## src/rtl/bdq_pkg.sv

```systemverilog
// ----------------------------------------------------------------------------
// Bounded deque package
// Field widths, action and status codes, and the controller state type
// shared by the deque interfaces and modules.
// ----------------------------------------------------------------------------
package bdq_pkg;

    localparam int ACTION_W       = 3;
    localparam int VALUE_W        = 32;
    localparam int STATUS_W       = 2;
    localparam int ELEMENT_W      = 32;
    localparam int OCC_W          = 5;

    localparam int DEPTH_DEF      = 16;
    localparam int DATA_WIDTH_DEF = 32;

    typedef enum logic [ACTION_W-1:0] {
        ACT_PUSH_BACK  = 3'd0,
        ACT_PUSH_FRONT = 3'd1,
        ACT_POP_BACK   = 3'd2,
        ACT_POP_FRONT  = 3'd3,
        ACT_DUMP_FWD   = 3'd4,
        ACT_DUMP_BWD   = 3'd5
    } t_action;

    typedef enum logic [STATUS_W-1:0] {
        ST_OK    = 2'd0,
        ST_EMPTY = 2'd1,
        ST_FULL  = 2'd2
    } t_status;

    typedef enum logic {
        S_IDLE = 1'b0,
        S_DUMP = 1'b1
    } t_state;

endpackage

```

## src/rtl/bdq_if.sv

```systemverilog
// ----------------------------------------------------------------------------
// Bounded deque channels
// Valid/ready channels for action transactions and result transactions.
// ----------------------------------------------------------------------------
interface bdq_in_if
    import bdq_pkg::*;
();
    logic                       valid;
    logic                       ready;
    logic [ACTION_W-1:0]        action;
    logic signed [VALUE_W-1:0]  value;

    modport source (output valid, output action, output value, input ready);
    modport sink   (input valid, input action, input value, output ready);
endinterface

interface bdq_out_if
    import bdq_pkg::*;
();
    logic                        valid;
    logic                        ready;
    logic [STATUS_W-1:0]         status;
    logic signed [ELEMENT_W-1:0] element;
    logic                        final_flag;
    logic [OCC_W-1:0]            occupancy;

    modport source (output valid, output status, output element, output final_flag,
                    output occupancy, input ready);
    modport sink   (input valid, input status, input element, input final_flag,
                    input occupancy, output ready);
endinterface

```

## src/rtl/bdq_ram.sv

```systemverilog
// ----------------------------------------------------------------------------
// Bounded deque element memory
// Ring store with one write port and one read port; read data is registered
// and holds its value while no read is issued.
// ----------------------------------------------------------------------------
module bdq_ram
    import bdq_pkg::*;
#(
    parameter int DEPTH      = DEPTH_DEF,
    parameter int DATA_WIDTH = DATA_WIDTH_DEF,
    localparam int IW        = $clog2(DEPTH)
) (
    input  logic                  i_clk,
    input  logic                  i_we,
    input  logic [IW-1:0]         i_waddr,
    input  logic [DATA_WIDTH-1:0] i_wdata,
    input  logic                  i_re,
    input  logic [IW-1:0]         i_raddr,
    output logic [DATA_WIDTH-1:0] o_rdata
);

    logic [DATA_WIDTH-1:0] mem [DEPTH];
    logic [DATA_WIDTH-1:0] r_rdata;

    always_ff @(posedge i_clk) begin
        if (i_we) begin
            mem[i_waddr] <= i_wdata;
        end
    end

    always_ff @(posedge i_clk) begin
        if (i_re) begin
            r_rdata <= mem[i_raddr];
        end
    end

    assign o_rdata = r_rdata;

endmodule

```

## src/rtl/bdq_ctrl.sv

```systemverilog
// ----------------------------------------------------------------------------
// Bounded deque controller
// Holds head and count, decodes actions, writes pushes to the memory, streams
// dumps out of it, and owns the result register.
// ----------------------------------------------------------------------------
module bdq_ctrl
    import bdq_pkg::*;
#(
    parameter int DEPTH      = DEPTH_DEF,
    parameter int DATA_WIDTH = DATA_WIDTH_DEF,
    localparam int IW        = $clog2(DEPTH),
    localparam int CW        = $clog2(DEPTH + 1)
) (
    input  logic                  i_clk,
    input  logic                  i_rst_n,
    bdq_in_if.sink                i_in,
    bdq_out_if.source             o_out,
    output logic                  o_we,
    output logic [IW-1:0]         o_waddr,
    output logic [DATA_WIDTH-1:0] o_wdata,
    output logic                  o_re,
    output logic [IW-1:0]         o_raddr,
    input  logic [DATA_WIDTH-1:0] i_rdata
);

    localparam int SW = CW + 1;

    t_state               r_state, n_state;
    logic [IW-1:0]        r_head, n_head;
    logic [CW-1:0]        r_count, n_count;
    logic [IW-1:0]        r_rd_addr, n_rd_addr;
    logic [CW-1:0]        r_left, n_left;
    logic                 r_bwd, n_bwd;
    logic                 r_rd_pend, n_rd_pend;
    logic                 r_rd_last, n_rd_last;
    logic                 r_out_valid, n_out_valid;
    t_status              r_out_status, n_out_status;
    logic [ELEMENT_W-1:0] r_out_element, n_out_element;
    logic                 r_out_final, n_out_final;
    logic [OCC_W-1:0]     r_out_occ, n_out_occ;

    t_action              act;
    logic                 out_free;
    logic                 accept;
    logic                 move;
    logic                 rd_issue;
    logic                 full;
    logic                 empty;
    logic                 is_dump;
    logic                 start_dump;
    logic                 res_load;
    t_status              res_status;
    logic [SW-1:0]        wr_sum;
    logic [SW-1:0]        bk_sum;
    logic [IW-1:0]        wr_idx;
    logic [IW-1:0]        bk_idx;
    logic [IW-1:0]        head_inc;
    logic [IW-1:0]        head_dec;
    logic [IW-1:0]        addr_inc;
    logic [IW-1:0]        addr_dec;
    logic [CW+OCC_W-1:0]  occ_ext;
    logic [DATA_WIDTH+VALUE_W-1:0]   wdata_ext;
    logic [DATA_WIDTH+ELEMENT_W-1:0] rdata_ext;

    assign act      = t_action'(i_in.action);
    assign full     = (r_count == CW'(DEPTH));
    assign empty    = (r_count == '0);
    assign out_free = !r_out_valid || o_out.ready;
    assign accept   = i_in.valid && i_in.ready;
    assign move     = r_rd_pend && out_free;

    assign wr_sum   = SW'(r_head) + SW'(r_count);
    assign bk_sum   = SW'(r_head) + SW'(r_count) - SW'(1);
    assign wr_idx   = (wr_sum >= SW'(DEPTH)) ? IW'(wr_sum - SW'(DEPTH)) : IW'(wr_sum);
    assign bk_idx   = (bk_sum >= SW'(DEPTH)) ? IW'(bk_sum - SW'(DEPTH)) : IW'(bk_sum);
    assign head_inc = (r_head == IW'(DEPTH - 1)) ? '0 : r_head + IW'(1);
    assign head_dec = (r_head == '0) ? IW'(DEPTH - 1) : r_head - IW'(1);
    assign addr_inc = (r_rd_addr == IW'(DEPTH - 1)) ? '0 : r_rd_addr + IW'(1);
    assign addr_dec = (r_rd_addr == '0) ? IW'(DEPTH - 1) : r_rd_addr - IW'(1);

    assign wdata_ext = {{DATA_WIDTH{1'b0}}, i_in.value};
    assign rdata_ext = {{ELEMENT_W{i_rdata[DATA_WIDTH-1]}}, i_rdata};

    always_comb begin
        n_state = r_state;
        unique case (r_state)
            S_IDLE: begin
                if (start_dump) begin
                    n_state = S_DUMP;
                end
            end
            S_DUMP: begin
                if (move && r_rd_last) begin
                    n_state = S_IDLE;
                end
            end
            default: n_state = S_IDLE;
        endcase
    end

    always_comb begin
        i_in.ready = 1'b0;
        rd_issue   = 1'b0;
        unique case (r_state)
            S_IDLE: i_in.ready = out_free;
            S_DUMP: rd_issue = (r_left != '0) && (!r_rd_pend || move);
            default: i_in.ready = 1'b0;
        endcase
    end

    always_comb begin
        n_head     = r_head;
        n_count    = r_count;
        o_we       = 1'b0;
        o_waddr    = wr_idx;
        res_status = ST_OK;
        is_dump    = 1'b0;
        unique case (act) inside
            ACT_PUSH_BACK: begin
                if (full) begin
                    res_status = ST_FULL;
                end else begin
                    o_we    = accept;
                    n_count = r_count + CW'(1);
                end
            end
            ACT_PUSH_FRONT: begin
                o_waddr = head_dec;
                if (full) begin
                    res_status = ST_FULL;
                end else begin
                    o_we    = accept;
                    n_head  = head_dec;
                    n_count = r_count + CW'(1);
                end
            end
            ACT_POP_BACK: begin
                if (empty) begin
                    res_status = ST_EMPTY;
                end else begin
                    n_count = r_count - CW'(1);
                end
            end
            ACT_POP_FRONT: begin
                if (empty) begin
                    res_status = ST_EMPTY;
                end else begin
                    n_head  = head_inc;
                    n_count = r_count - CW'(1);
                end
            end
            ACT_DUMP_FWD, ACT_DUMP_BWD: begin
                is_dump = 1'b1;
                if (empty) begin
                    res_status = ST_EMPTY;
                end
            end
            default: res_status = ST_OK;
        endcase
    end

    assign o_wdata    = wdata_ext[DATA_WIDTH-1:0];
    assign start_dump = accept && is_dump && !empty;
    assign res_load   = accept && !(is_dump && !empty);
    assign occ_ext    = CW'(accept ? n_count : r_count) + (CW + OCC_W)'(0);

    assign o_re    = rd_issue;
    assign o_raddr = r_rd_addr;

    always_comb begin
        n_bwd     = r_bwd;
        n_rd_addr = r_rd_addr;
        n_left    = r_left;
        n_rd_last = r_rd_last;
        n_rd_pend = r_rd_pend;
        if (start_dump) begin
            n_bwd     = (act == ACT_DUMP_BWD);
            n_rd_addr = (act == ACT_DUMP_BWD) ? bk_idx : r_head;
            n_left    = r_count;
        end else if (rd_issue) begin
            n_rd_addr = r_bwd ? addr_dec : addr_inc;
            n_left    = r_left - CW'(1);
            n_rd_last = (r_left == CW'(1));
        end
        if (rd_issue) begin
            n_rd_pend = 1'b1;
        end else if (move) begin
            n_rd_pend = 1'b0;
        end
    end

    always_comb begin
        n_out_valid   = r_out_valid;
        n_out_status  = r_out_status;
        n_out_element = r_out_element;
        n_out_final   = r_out_final;
        n_out_occ     = r_out_occ;
        if (move) begin
            n_out_valid   = 1'b1;
            n_out_status  = ST_OK;
            n_out_element = rdata_ext[ELEMENT_W-1:0];
            n_out_final   = r_rd_last;
            n_out_occ     = occ_ext[OCC_W-1:0];
        end else if (res_load) begin
            n_out_valid   = 1'b1;
            n_out_status  = res_status;
            n_out_element = '0;
            n_out_final   = 1'b1;
            n_out_occ     = occ_ext[OCC_W-1:0];
        end else if (o_out.ready) begin
            n_out_valid   = 1'b0;
        end
    end

    always_ff @(posedge i_clk) begin
        if (!i_rst_n) begin
            r_state     <= S_IDLE;
            r_head      <= '0;
            r_count     <= '0;
            r_left      <= '0;
            r_rd_pend   <= 1'b0;
            r_out_valid <= 1'b0;
        end else begin
            r_state     <= n_state;
            r_head      <= accept ? n_head : r_head;
            r_count     <= accept ? n_count : r_count;
            r_left      <= n_left;
            r_rd_pend   <= n_rd_pend;
            r_out_valid <= n_out_valid;
        end
    end

    always_ff @(posedge i_clk) begin
        r_bwd         <= n_bwd;
        r_rd_addr     <= n_rd_addr;
        r_rd_last     <= n_rd_last;
        r_out_status  <= n_out_status;
        r_out_element <= n_out_element;
        r_out_final   <= n_out_final;
        r_out_occ     <= n_out_occ;
    end

    assign o_out.valid      = r_out_valid;
    assign o_out.status     = r_out_status;
    assign o_out.element    = r_out_element;
    assign o_out.final_flag = r_out_final;
    assign o_out.occupancy  = r_out_occ;

endmodule

```

## src/rtl/bounded_double_ended_queue.sv

```systemverilog
// ----------------------------------------------------------------------------
// Bounded double-ended queue
// Ring-buffer deque of DATA_WIDTH-bit elements with push, pop and dump actions.
//
//   Channel  Direction  Payload                                  Transaction
//   i_in     sink       action, value                            one action
//   o_out    source     status, element, final_flag, occupancy   one result
//
// Push, pop and unknown actions each have their result registered and valid on
// the next cycle, and a new action follows at once while the result register is free.
// A dump of n elements, once taken, holds the input until its last element
// moves to the result register: one memory read is issued per cycle through the
// single read port while the result register is free, and read data is registered.
// A stalled result register stops both new actions and dump reads.
// Reset clears head, count and control; the memory is not cleared.
// ----------------------------------------------------------------------------
module bounded_double_ended_queue
    import bdq_pkg::*;
#(
    parameter int DEPTH      = DEPTH_DEF,
    parameter int DATA_WIDTH = DATA_WIDTH_DEF
) (
    input  logic      i_clk,
    input  logic      i_rst_n,
    bdq_in_if.sink    i_in,
    bdq_out_if.source o_out
);

    localparam int IW = $clog2(DEPTH);

    logic                  we;
    logic [IW-1:0]         waddr;
    logic [DATA_WIDTH-1:0] wdata;
    logic                  re;
    logic [IW-1:0]         raddr;
    logic [DATA_WIDTH-1:0] rdata;

    bdq_ctrl #(
        .DEPTH      (DEPTH),
        .DATA_WIDTH (DATA_WIDTH)
    ) u_ctrl (
        .i_clk   (i_clk),
        .i_rst_n (i_rst_n),
        .i_in    (i_in),
        .o_out   (o_out),
        .o_we    (we),
        .o_waddr (waddr),
        .o_wdata (wdata),
        .o_re    (re),
        .o_raddr (raddr),
        .i_rdata (rdata)
    );

    bdq_ram #(
        .DEPTH      (DEPTH),
        .DATA_WIDTH (DATA_WIDTH)
    ) u_ram (
        .i_clk   (i_clk),
        .i_we    (we),
        .i_waddr (waddr),
        .i_wdata (wdata),
        .i_re    (re),
        .i_raddr (raddr),
        .o_rdata (rdata)
    );

`ifndef SYNTHESIS
    a_ready_needs_slot: assert property (@(posedge i_clk) disable iff (!i_rst_n)
        i_in.ready |-> (!o_out.valid || o_out.ready))
        else $error("Action taken while the result register is blocked.");

    a_single_result: assert property (@(posedge i_clk) disable iff (!i_rst_n)
        (i_in.valid && i_in.ready && i_in.action != ACT_DUMP_FWD
         && i_in.action != ACT_DUMP_BWD) |=> (o_out.valid && o_out.final_flag))
        else $error("Single-result action did not produce a final result.");

    a_dump_in_progress: assert property (@(posedge i_clk) disable iff (!i_rst_n)
        (o_out.valid && !o_out.final_flag) |-> (o_out.status == ST_OK && !i_in.ready))
        else $error("Non-final result outside of a dump.");
`endif

endmodule
```

## src/flat_wrapper.sv

```systemverilog
// flat-port wrapper written by rule: the top's interface ports become plain ports
module bounded_double_ended_queue_flat import bdq_pkg::*;
#(
    parameter int DEPTH      = DEPTH_DEF,
    parameter int DATA_WIDTH = DATA_WIDTH_DEF
)
  (i_clk, i_rst_n, i_in_valid, i_in_action, i_in_value, i_in_ready, o_out_valid, o_out_status, o_out_element, o_out_final_flag, o_out_occupancy, o_out_ready);
  bdq_in_if i_in_i ();
  bdq_out_if o_out_i ();
  input  logic i_clk;
  input  logic i_rst_n;
  input wire logic [$bits(i_in_i.valid)-1:0] i_in_valid;
  input wire logic [$bits(i_in_i.action)-1:0] i_in_action;
  input wire logic [$bits(i_in_i.value)-1:0] i_in_value;
  output wire logic [$bits(i_in_i.ready)-1:0] i_in_ready;
  output wire logic [$bits(o_out_i.valid)-1:0] o_out_valid;
  output wire logic [$bits(o_out_i.status)-1:0] o_out_status;
  output wire logic [$bits(o_out_i.element)-1:0] o_out_element;
  output wire logic [$bits(o_out_i.final_flag)-1:0] o_out_final_flag;
  output wire logic [$bits(o_out_i.occupancy)-1:0] o_out_occupancy;
  input wire logic [$bits(o_out_i.ready)-1:0] o_out_ready;
  assign i_in_i.valid = i_in_valid;
  assign i_in_i.action = i_in_action;
  assign i_in_i.value = i_in_value;
  assign i_in_ready = i_in_i.ready;
  assign o_out_valid = o_out_i.valid;
  assign o_out_status = o_out_i.status;
  assign o_out_element = o_out_i.element;
  assign o_out_final_flag = o_out_i.final_flag;
  assign o_out_occupancy = o_out_i.occupancy;
  assign o_out_i.ready = o_out_ready;
  bounded_double_ended_queue #(.DEPTH(DEPTH), .DATA_WIDTH(DATA_WIDTH)) u_core (.i_clk(i_clk), .i_rst_n(i_rst_n), .i_in(i_in_i), .o_out(o_out_i));
endmodule
```

## config.mk

```make
export PLATFORM = sky130hd
export DESIGN_NAME = bounded_double_ended_queue_flat
export DESIGN_NICKNAME = d
export VERILOG_FILES = /design/src/rtl/bdq_pkg.sv /design/src/rtl/bdq_if.sv /design/src/rtl/bdq_ram.sv /design/src/rtl/bdq_ctrl.sv /design/src/rtl/bounded_double_ended_queue.sv /design/src/flat_wrapper.sv
export SDC_FILE = /design/constraint.sdc
export NUM_CORES = 1
export LEC_CHECK = 0
export ABC_AREA = 1
export BUFFER_PORTS_ARGS = -buffer_cell sky130_fd_sc_hd__clkbuf_2
export CAP_MARGIN = 10
export CORE_AREA = 10 10 224 269
export DETAILED_ROUTE_END_ITERATION = 10
export DIE_AREA = 0 0 234 279
export PLACE_DENSITY = 0.72
export SLEW_MARGIN = 20
export SYNTH_ARGS = -nofsm -noshare
export SYNTH_HDL_FRONTEND = slang
export SYNTH_SLANG_ARGS = --single-unit
```

## constraint.sdc

```tcl
create_clock -name i_clk -period 4.7 [get_ports i_clk]
set_input_delay 0.47 -clock i_clk [delete_from_list [all_inputs] [get_ports i_clk]]
set_output_delay 0.47 -clock i_clk [all_outputs]
set_load 0.005 [all_outputs]
```

==> results.md <==
- The number of antenna repair diodes is 0.
- The clock tree skew after final layout is roughly 0.022 ns.
- The pre-CTS setup slack is around 1.4 ns.
- Counting every net in the synthesized netlist gives 2,070.
- The cell with the most instances on the worst path is nand3_1.
- The total number of H-tree levels is 2.
- Leaving out fill and tap cells, the most frequent cells in the layout are 588 x edfxtp_1, 453 x nand2_1, 236 x nand3_1.
- The number of buffers added to fix hold violations after cts is 0.
- The clock latency on the worst-skew pair is about 0.6 ns.
- The global placement routability congestion is approximately 0.86.
- For flop-to-flop paths, the worst setup slack is between 1 and 1.5 ns.
- Across every metal layer, demand over resource in global routing totals 17.4%.
- The number of buffers between clock root and the deepest sink is 3.
- In the final layout, the share of cells above drive strength 1 is between 10% and 20%.
- The most area-hungry cell type in the Yosys netlist is edfxtp_1.
- The first-pass detailed-route iteration total is 5.
- Once the clock tree was built, the setup fixing pass inserted 0 buffers.
- The final design utilization is a little over 50%.
- The path with the worst hold slack has its endpoint at u_core.u_ctrl.r_left[3].
- The routed layout has 15,600 vias.
- The maximum fanout count along the critical path is 22.
- In this run the remaining antenna-violating nets after routing total 0.
- STA classifies the critical path startpoint as a flip-flop.
- The largest voltage drop on the vdd net is approximately 0.00028 V.
- The core region is 54,600 um2.
- The vertical die dimension is ~280 um.
- The average wire length per cell after detail routing is between 20 and 25 um.
- Setup violations remaining at the end of the flow were counted as 0.
- At the pin with the least slew margin, the transition time is between 1 and 1.5 ns.
- After synthesis the cells add up to 24,400 um2.
- The mean instance size in the synthesized netlist is between 10 and 15 um2.
- The final-report max-slew violation count is 0.
- The via count of the first global-routing pass is approximately 15,000.
- The library cell used most frequently in the layout, excluding fill and tap cells, is edfxtp_1.
- The max-capacitance violation count is 0.
- The largest stage delay on the critical path is 0.81 ns.
- Setup repair after global routing left no endpoint under its margin.
- The worst min-delay path startpoint is i_rst_n.
- The number of I/O port buffers is 80.
- The critical path contains buffers and inverters numbering 2 combined.
- In this run the critical register-to-register path is launched from u_core.u_ctrl.r_count[1].
- During synthesis, Yosys emitted a total of 0 warnings.
- approximately 80 I/O pins were placed.
- The path category of the worst min-delay check is input port to flip-flop.
- The final layout contains routed wiring with a total length of between 50,000 and 60,000 um.
- The total of flip-flops plus latches after synthesis is 607.
- In the post-synthesis netlist, the biggest area contributors are edfxtp_1 72%, nand2_1 7.0%, nand3_1 4.8%.
- For this design, the sink count on the clock tree is about 610.
- The total half-perimeter wirelength after legalization and detailed placement is between 30,000 and 40,000 um.
- The slowest stage of the critical path belongs to the cell nor2_4.
- The hold path depth is 3.
- The final hold violation count is 0.
- The gate family responsible for the most delay along the worst path is simple AND/OR/NAND/NOR gates.
- The die covers roughly 65,000 um2.
- The count of instances resized after the clock tree is built is 0.
- The TritonCTS clock tree is done.
- The setup slack after layout is about 1.3 ns.
- The number of antenna violations at the first check in global routing is 0.
- The number of DRC violations after detailed routing is 0.
- The relative slew slack is between 10% and 20%.
- The clock edge transition at the registers on the reported setup and hold paths is ~0.070 ns.
- The share of the yosys chip area belonging to registers is between 70% and 80%.
- The fmax is roughly 300 MHz.
- The cell count after synthesis is 2,017.
- The placement row count is 94.
- The post-synthesis cell type count is 34.
- The relative area change from synthesis to final layout is 12.8%.
- In this run, CTS created clock tree buffers numbering between 50 and 60.
- The final critical path takes up between 70% and 80% of the cycle.
- The run finished with clean final reports.
- The first-pass GRT wire length is around 88,000 um.
- For the worst setup path, the data arrival time is ~3.7 ns.
- The worst setup path is captured at a flip-flop.
- The analysis attributes to cell leakage a power of about 0.01 uW.
- For this configuration, the core starts out at a cell density of 44.8%.
- The worst register-to-register path ends at u_core.u_ram.mem[15][9].
- Traced cell by cell, the critical path runs through inv_1 > ha_1 > nand3_1 > nand2_1 > nor2_1 > nand3_1 > nor2_4 > buf_4.
- The die span in x is approximately 230 um.
- In the routed layout, each cell is associated on average with a via count of between 5 and 6.
- The setup total negative slack is 0 ns.
- For the worst setup path, the data required time is between 4 and 5 ns.
- Clock tree synthesis selected as its root buffer the cell clkbuf_16.
- Entering global routing, the biggest net connects 244 pins.
- The starting DRC count in detailed routing is about 1,700.
- The clock period could shrink to around 3.4 ns.
- The area share of the largest cell type after synthesis is between 70 and 80%.
- Global routing finished with a remaining overflow of 0.
- The path depth of the worst reg2reg path is 8.
- The count of nets after finishing is ~2,100.
- The areal power density over the cells is a little under 400 nW/um2.
- The critical path in this run is classified as flip-flop to flip-flop.
flip-flops by register name (all words and copies together) (netlist names):
name,cells
u_core.u_ram.o_rdata,32
u_core.u_ctrl.r_rd_last,1
u_core.u_ctrl.r_state,1
u_core.u_ctrl.r_rd_pend,1
u_core.u_ctrl.o_out.occupancy,5
u_core.u_ctrl.o_out.status,2
u_core.u_ctrl.o_raddr,4
u_core.u_ctrl.r_count,5
u_core.u_ctrl.o_out.element,32
u_core.u_ctrl.r_bwd,1
u_core.u_ctrl.r_left,5
u_core.u_ram.mem,512
u_core.u_ctrl.o_out.final_flag,1
u_core.u_ctrl.r_head,4
u_core.u_ctrl.o_out.valid,1
power by group:
group / total [uW] / leakage [uW] / switching, uW / internal (uW)
registers: 6030 / 0.00548 / 30.6 / 6000
clock network: 4370 / 0.000851 / 1910 / 2460
logic: 486 / 0.00370 / 358 / 128
total: 10900 / 0.0100 / 2300 / 8590
cells in the mapped netlist:
cell type	count
buf_2	55
a21oi_1	102
o22ai_1	23
nor3_2	1
nor2_2	3
fa_1	1
nand3_1	236
inv_4	1
nor3_1	28
o211ai_1	5
nor2_1	127
nand3b_1	1
xor2_1	6
a31oi_1	2
nand4_1	16
nor2_4	2
nand3_2	4
buf_6	3
buf_4	11
o21ai_0	102
clkinv_1	3
clkbuf_1	26
buf_1	4
dfxtp_1	19
inv_1	153
inv_2	3
xnor2_1	4
o21bai_1	1
edfxtp_1	588
o31ai_1	1
ha_1	13
nand2_1	456
nand2_2	2
o21ai_1	15
worst register-to-register path: stages, from the launching register on:
cell	delay, ns
dfxtp_1	0.49
inv_1	0.12
ha_1	0.26
nand3_1	0.13
nand2_1	0.11
nor2_1	0.34
nand3_1	0.45
nor2_4	0.81
buf_4	0.37
metrics by stage:
stage | cells | total power [uW] | hold slack (ns) | cell area, um2
final | 2849 | 10900 | 0.251 | 27600
after global routing | 2849 | 11200 | 0.256 | 27600
after CTS | 2839 | 10900 | 0.239 | 27300
after detailed placement | 2738 | 6630 | 0.483 | 25600
after global placement | 2738 | 6620 | 0.472 | 25600
after floorplan | 2017 | 6390 | 0.471 | 24400
layer usage:
layer / GRT usage, % / up-vias / share of wire (%)
met5: 0 / - / 0
met2: 29.8 / 662 / 50
met1: 22.3 / 7616 / 39
li1: - / 7215 / -
met4: 5.75 / 0 / 2.4
met3: 2.47 / 83 / 8.1
logic make-up (layout without fill, tap and decap cells):
group	Yosys count	count (layout)	share of synthesized area [%]
AO/OA/AOI/OAI	251	251	5.34
XOR/XNOR	10	10	0.358
adder cells (fa/ha/maj)	14	14	0.747
buffers and inverters	259	371	4.53
flip-flops	607	607	73.8
AND/OR/NAND/NOR	876	876	15.2
worst max path at each step:
stage	cells after the start	slack (ns)	startpoint	endpoint
final	8	1.32	u_core.u_ctrl.r_count[1]	u_core.u_ram.mem[15][9]
after global routing	8	1.15	u_core.u_ctrl.r_count[1]	u_core.u_ram.mem[15][15]
after CTS	7	1.36	u_core.u_ctrl.r_count[1]	u_core.u_ram.mem[3][17]
after detailed placement	8	1.39	u_core.u_ctrl.r_count[1]	u_core.u_ram.mem[15][7]
after global placement	10	1.42	u_core.u_ctrl.r_count[0]	u_core.u_ram.mem[15][12]
after floorplan	9	1.41	u_core.u_ctrl.r_count[0]	u_core.u_ram.mem[15][0]
cell type report:
cell class | count | area (um2)
fill | 4605 | 27000
timing repair buffer | 110 | 833
sequential | 607 | 18000
clock inverter | 34 | 302
inverter | 160 | 606
multi-input combinational | 1151 | 5440
clock buffer | 67 | 1440
tap | 720 | 901
No activity file was read; power rests on OpenSTA's default activity.
